--- config.mk ---
export PLATFORM = sky130hd
export DESIGN_NAME = mrf_ctrl
export DESIGN_NICKNAME = d
export VERILOG_FILES = /design/src/hdl/mrf_pkg.sv /design/src/hdl/mrf_ctrl.sv
export SDC_FILE = /design/constraint.sdc
export NUM_CORES = 1
export LEC_CHECK = 0
export BUFFER_PORTS_ARGS = -buffer_cell sky130_fd_sc_hd__buf_2
export CAP_MARGIN = 40
export CORE_AREA = 2 2 39 41
export DETAILED_ROUTE_END_ITERATION = 7
export DIE_AREA = 0 0 41 43
export MAX_ROUTING_LAYER = met4
export PLACE_DENSITY = 0.4
export SYNTH_ARGS = -nofsm -noshare
export SYNTH_HDL_FRONTEND = slang
export SYNTH_SLANG_ARGS = --single-unit
--- constraint.sdc ---
create_clock -name clock -period 1.48 [get_ports clock]
set_input_delay 0.074 -clock clock [delete_from_list [all_inputs] [get_ports clock]]
set_output_delay 0.074 -clock clock [all_outputs]
set_load 0.005 [all_outputs]
--- src/hdl/mrf_pkg.sv ---
// ---------------------------------------------------------------------------
// Message ring FIFO package
// Sizes, status codes and the command and status bundles that pass between
// the controller and the datapath.
// ---------------------------------------------------------------------------
package mrf_pkg;

   // Ring and message geometry.
   localparam int SLOTS     = 16;
   localparam int MSG_BYTES = 64;
   localparam int SLOT_W    = $clog2(SLOTS);
   localparam int IDX_W     = $clog2(MSG_BYTES);
   localparam int LEN_W     = $clog2(MSG_BYTES + 1);
   localparam int ADDR_W    = SLOT_W + IDX_W;
   localparam int CNT_W     = SLOT_W;
   localparam int NSL_W     = SLOT_W + 1;

   // Slot count register limits.
   localparam logic [NSL_W-1:0] MIN_SLOTS   = NSL_W'(2);
   localparam logic [NSL_W-1:0] MAX_SLOTS   = NSL_W'(SLOTS);
   localparam logic [NSL_W-1:0] RESET_SLOTS = NSL_W'(16);
   localparam logic [LEN_W-1:0] MAX_LEN     = LEN_W'(MSG_BYTES);

   // Request operation codes.
   localparam logic OP_PUT = 1'b0;
   localparam logic OP_GET = 1'b1;

   // Response status codes.
   typedef enum logic [1:0] {
      ST_GET_BYTE  = 2'd0,
      ST_PUT_DONE  = 2'd1,
      ST_PUT_DROP  = 2'd2,
      ST_GET_EMPTY = 2'd3
   } status_type;

   // Commands from the controller to the datapath.
   typedef struct packed {
      logic put;        // a put word was accepted
      logic get_start;  // a get word was accepted
      logic get_next;   // a get byte was taken and more follow
   } cmd_type;

   // Status from the datapath to the controller.
   typedef struct packed {
      logic empty;      // no message is held
      logic get_last;   // the byte on the response port ends the message
   } stat_type;

endpackage

--- src/hdl/mrf_ctrl.sv ---
// ---------------------------------------------------------------------------
// Message ring FIFO controller
// Sequences puts, empty gets and byte streaming of gets, and drives the
// request and response handshakes.
// ---------------------------------------------------------------------------
module mrf_ctrl (
   input  logic             clock,
   input  logic             reset,
   input  logic             req_valid,
   output logic             req_ready,
   input  logic             req_op,
   input  logic             req_last,
   output logic             rsp_valid,
   input  logic             rsp_ready,
   output mrf_pkg::cmd_type  cmd,
   input  mrf_pkg::stat_type stat
);
   import mrf_pkg::*;

   typedef enum logic [1:0] {
      S_IDLE,
      S_RESP,
      S_STREAM
   } state_type;

   state_type state_ff, state_in;
   logic      req_fire, rsp_fire;

   // Handshakes.
   assign req_ready = (state_ff == S_IDLE);
   assign rsp_valid = (state_ff == S_RESP) || (state_ff == S_STREAM);
   assign req_fire  = req_valid && req_ready;
   assign rsp_fire  = rsp_valid && rsp_ready;

   // Commands to the datapath.
   always_comb begin
      cmd.put       = req_fire && (req_op == OP_PUT);
      cmd.get_start = req_fire && (req_op == OP_GET);
      cmd.get_next  = rsp_fire && (state_ff == S_STREAM) && !stat.get_last;
   end

   // Next state.
   always_comb begin
      state_in = state_ff;
      case (state_ff)
         S_IDLE: begin
            if (cmd.put && req_last) begin
               state_in = S_RESP;
            end else if (cmd.get_start) begin
               state_in = stat.empty ? S_RESP : S_STREAM;
            end
         end
         S_RESP: begin
            if (rsp_fire) state_in = S_IDLE;
         end
         S_STREAM: begin
            if (rsp_fire && stat.get_last) state_in = S_IDLE;
         end
         default: state_in = S_IDLE;
      endcase
   end

   // State register.
   always_ff @(posedge clock) begin
      if (reset) begin
         state_ff <= S_IDLE;
      end else begin
         state_ff <= state_in;
      end
   end

endmodule

==> Word level (Yosys, flattened, before mapping) <==
Index checks and enable logic that the tools add are counted.
{ "totals": {"reg_bits": 2, "in_bits": 8, "elab_cells": 25} }
{ "classes": {"n_eq_ne": 5, "muxes": 6, "bitwise_logic": 1, "reduce_logical": 12} }
{ "op_table": {"columns": ["cell", "count"], "rows": [
  ["$mux W2", 5],
  ["$logic_and A1 B1 Y1", 8],
  ["$pmux W2 S3", 1],
  ["$ne A3 B1 Y1 const B", 1],
  ["$reduce_and A3 Y1", 1],
  ["$eq A2 B1 Y1 const B", 1],
  ["$eq A2 B2 Y1 const B", 1],
  ["$logic_not A2 Y1", 1],
  ["$ne A2 B1 Y1 const B", 1],
  ["$ne A2 B2 Y1 const B", 1],
  ["$logic_not A1 Y1", 1],
  ["$logic_or A1 B1 Y1", 1],
  ["$not A1 Y1", 1]
]} }

==> Longest topological paths before layout <==
{ "logic_depth": {"ltp_word": 6, "depth_mapped": 5, "ltp_nobuf": 5} }

==> Least setup slack after synthesis <==
No wires, ideal clock.
{ "synth_path": {"path_kind": "reg-to-reg", "startpoint": "reg state_ff[0]", "endpoint": "reg state_ff[1]", "setup_time_ns": 0.123, "arrival_time_ns": 1.313, "setup_slack_ns": 0.044, "stages_incl_launch_ff": 6, "n_path_buf": 0, "path_cell_list": "dfxtp_1 inv_1 ha_1 a2bb2oi_1 a221oi_2 mux2_1"} }
{ "synth_between": {"elab_chain_cells": 6, "word_cells_on_any_way": 16, "classes_between": "eq/ne (5); mux (2); reduce/logical (9)"} }
{ "synth_lines": {"columns": ["element", "line_no", "text"], "rows": [
  ["start: declaration", "mrf_ctrl.sv:26", "state_type state_ff, state_in;"],
  ["start signal: assignment", "mrf_ctrl.sv:68", "state_ff <= state_in;"],
  ["$eq A2 B1 Y1 (tied with other cells)", "mrf_ctrl.sv:31, mrf_ctrl.sv:45", null],
  ["$logic_or A1 B1 Y1 or $logic_and A1 B1 Y1 (tied branches)", "mrf_ctrl.sv:31, mrf_ctrl.sv:32", null],
  ["$logic_and A1 B1 Y1, on equally long branches", "mrf_ctrl.sv:33, mrf_ctrl.sv:37", null],
  ["$logic_and A1 B1 Y1, on equally long branches", "mrf_ctrl.sv:57, mrf_ctrl.sv:47", null],
  ["$ne A2 B1 Y1 (no source line) (tied with other cells)", null, null],
  ["$reduce_and A3 Y1 (no source line) or $pmux W2 S3 (tied branches)", null, null]
]} }
Parallel ways exist; a longest one is shown, timed or not.
A chain may end at the register's enable or synchronous reset.

==> Final worst setup path <==
Same ends and word-level chain as after synthesis.

==> impl_summary.md <==
Place
The area of placed instances is 307 sq um. Detailed placement ended at an HPWL of 413 um. The number of buffers inserted by port buffering is 12. Prior to clock tree synthesis, the placed netlist has a worst setup slack of -0.00433 ns.

Routability-driven placement finished with a final weighted congestion of between 0.6 and 0.7.

Clocking
After clock tree synthesis, the clock-pin slew on the worst setup and hold paths is 0.03 ns. The CTS tree is yes. Counting every sink on the clock net gives 2.

Buffers inserted during clock tree synthesis total 3. CTS built an H-tree with a depth of 1. The clock latency at the later pin of the worst-skew pair is 0.22 ns.

In this run the clock root is driven by a clkbuf_4. The number of buffers between clock root and the deepest sink is 2. The number of hold buffers added after CTS is 0.

Global route
The wire length of the first global-routing pass is 676 um. Entering global routing, the biggest net connects 5 pins. Global routing used 6.56% of the available tracks across all layers. The initial antenna violation count is 0.

The global-route congestion overflow total is 0. The via count of the first global-routing pass is 175.

Synthesis
The number of different library cells in the post-synthesis netlist is 16. The share of the yosys chip area belonging to registers is 20.4%. For this run, the number of Yosys warnings is 0. Averaged over all synthesized cells, the footprint is 8.54 sq um. By area the synthesized netlist is led by dfxtp_1 (20%), ha_1 (19%), a221oi_2 (7.6%), and3_1 (6.4%), inv_1 (5.7%). The number of nets in the synthesized netlist is 34. The largest total area in the synthesized netlist belongs to dfxtp_1. The instance count of the mapped netlist is 23. The flop and latch count out of synthesis is 2. The synthesized cell area is 196 sq um. The portion of synthesized cell area occupied by the leading cell type is between 20% and 30%.

Final layout
In the final layout, flip-flops and latches occupy between 40 and 50 sq um. The total of fill cells in the finished design is 150. The largest registers in the layout are state_ff (2). The area growth from synthesis to layout is 93.6%. The post-route netlist has 66.7% of its cells at a drive strength greater than 1. The largest register by flop count is state_ff. The diode insertion count for antenna repair is 0. The area of all placed cells without fillers is 380 sq um. The final net count is 55. The flip-flop count of the largest register after layout is 2. Measured on the finished design, the core utilization comes to 27.5%. The area of combinational cells with multiple inputs is 189 sq um.

Floorplan
For this configuration, the core starts out at a cell density of 14.2%. The area of the die is 1760 sq um. The number of cell rows is 14.

The floorplan step defined a core boundary enclosing 1380 sq um. From left edge to right edge, the die measures 41 um. The number of top-level design ports is 13. The floorplan die height is 43 um.

Setup path
The type of element capturing the critical path is a flip-flop. In this run the worst setup path begins at state_ff[0]$_SDFFE_PP0P_. The start of the worst register-to-register path is state_ff[0]$_SDFFE_PP0P_. The critical path goes through buf_4, ha_4, a2bb2oi_2, a221oi_2, mux2_1. The kind of start point of the critical path is a flip-flop. The worst path buffer plus inverter count is 1.

The largest incremental delay on the critical path is about 0.34 ns. The critical path is of the reg -> reg type. The critical path data required time is 1.58 ns. Among all stages on the critical path, the largest delay is contributed by mux2_1.

The maximum fanout encountered on the critical timing path is 3. The arrival time of data at the critical path endpoint is about 1.5 ns. The cell family contributing the most delay on the critical path is compound AO/OA/AOI/OAI gates.

Routing
The first routing iteration left 2 violations. The mean number of vias per cell is around 4. Dividing the detail-routed wire length by the instance count gives 9.07 um.

The count of vias placed by the detailed router is 230. The first-pass iteration count of the detailed router is 2. The final wirelength is around 530 um.

The post-detailed-route DRC marker count is 0. The number of nets with antenna violations after routing is 0.

Pwr
The power per unit of standard cell area is 1820 nW/um^2. For this design the total switching power over the nets is roughly 0.00024 W. The cell leakage power is 0.186 nW. Overall power consumption after layout is estimated at 0.000691 W.

In this run, the clock network consumes roughly 17% of the power. The combinational group share of total power is roughly two thirds. The worst-case IR drop observed on VDD is 0.000560 V. The internal power of the cells totals 0.000451 W. Net switching is a little over a third of the power. The sequential share of power is 15.6%.

Timing
Dividing the final minimum period by the clock period gives 95.6%. Across the routed clock network, the largest skew measured is just over 0.0007 ns. In the post-route analysis, the smallest setup slack over all paths is between 0.06 and 0.07 ns. The relative slew slack is 82.6%. At the pin with the least slew margin, the transition time is 0.261 ns. The final hold violation count is 0. The accumulated negative setup slack is 0 ns. The final number of setup-violating endpoints is 0. The clock period minus final worst setup slack is 1.41 ns. The final count of pins violating max slew is 0.

Static timing analysis puts the maximum clock frequency at 707 MHz.

Min path
The type of the worst min-delay path is in -> reg. The hold path startpoint is reset.

Flow run
Across the run, the number of max-cap violations was 0.

Outcome
The flow ran to the end, and the final reports show no timing, DRC or antenna violations.
[Yosys cell counts]
cell       count
and3_1         2
inv_1          3
o21ai_1        1
o21ai_0        1
mux2_1         1
and3b_1        1
nand2b_1       1
mux2i_1        1
dfxtp_1        2
nor3b_1        1
nand2_1        1
a2bb2oi_1      1
nor2b_1        1
ha_1           3
nor2_1         2
a221oi_2       1
[per-layer routing]
metal / track usage (%) / vias up / wire length, um
li1: - / 121 / -
met2: 6.56 / 13 / 210
met1: 7.96 / 96 / 254
met5: - / - / 0
met4: 6.00 / 0 / 0
met3: 4.71 / 0 / 61
[worst paths after layout]
kind,depth (start not counted),slack [ns],to
worst min-delay path,3,0.14,state_ff[0]$_SDFFE_PP0P_
worst min register to register,3,0.59,state_ff[0]$_SDFFE_PP0P_
worst max-delay path,5,0.07,state_ff[1]$_SDFFE_PP0P_
worst max register to register,5,0.07,state_ff[1]$_SDFFE_PP0P_
[kinds of logic (layout without fill, tap and decap cells)]
| family | after synthesis | in the layout | synth area share (%) |
|---|---|---|---|
| mux | 2 | 2 | 10.8 |
| fa+ha+maj | 3 | 3 | 19.1 |
| simple gates | 9 | 9 | 26.8 |
| buf+inv | 3 | 22 | 5.73 |
| compound gates | 4 | 4 | 17.2 |
| flops | 2 | 2 | 20.4 |
[worst min-delay path, delay by kind of cell]
family        cells  cell delay [ns]
mux               1             0.05
simple gates      1             0.09
buf+inv           1             0.09
[cells in the final DEF, fill, tap and decap left out, drive strengths merged]
cell type  instances
buf               16
o21ai              2
nor2               2
nand2b             1
ha                 3
mux2i              1
mux2               1
a2bb2oi            1
inv                3
clkbuf             3
dfxtp              2
and3b              1
a221oi             1
nor3b              1
and3               2
nand2              1
nor2b              1
[metrics by stage]
| stage | std cells | hold slack (ns) |
|---|---|---|
| 2_1_floorplan | 23 | 0.179 |
| 3_3_place_gp | 55 | 0.385 |
| 3_5_place_dp | 55 | 0.375 |
| 4_1_cts | 58 | 0.131 |
| 5_1_grt | 58 | 0.147 |
| 6_report | 58 | 0.137 |
[layout make-up]
class	instances	area share, %
tap	16	5.26
multi-input combinational	18	49.7
timing repair buffer	16	23.7
inverter	3	3.62
clock buffer	3	5.92
sequential	2	11.8
[power groups by stage]
stage          clock network (W)  registers (W)  logic (W)
5_1_grt                 0.000131       0.000113   0.000523
3_3_place_gp                   0      0.0000908   0.000380
4_1_cts                 0.000126      0.0000925   0.000418
3_5_place_dp                   0      0.0000899   0.000378
6_report                0.000117       0.000108   0.000467
2_1_floorplan                  0      0.0000874   0.000198
[what timing repair did]
action	CTS	global route
hold endpoints to repair	0	0
buffers inserted	0	0
gates resized for setup	3	9
setup endpoints to repair	1	2
No activity file was read; power rests on OpenSTA's default activity.
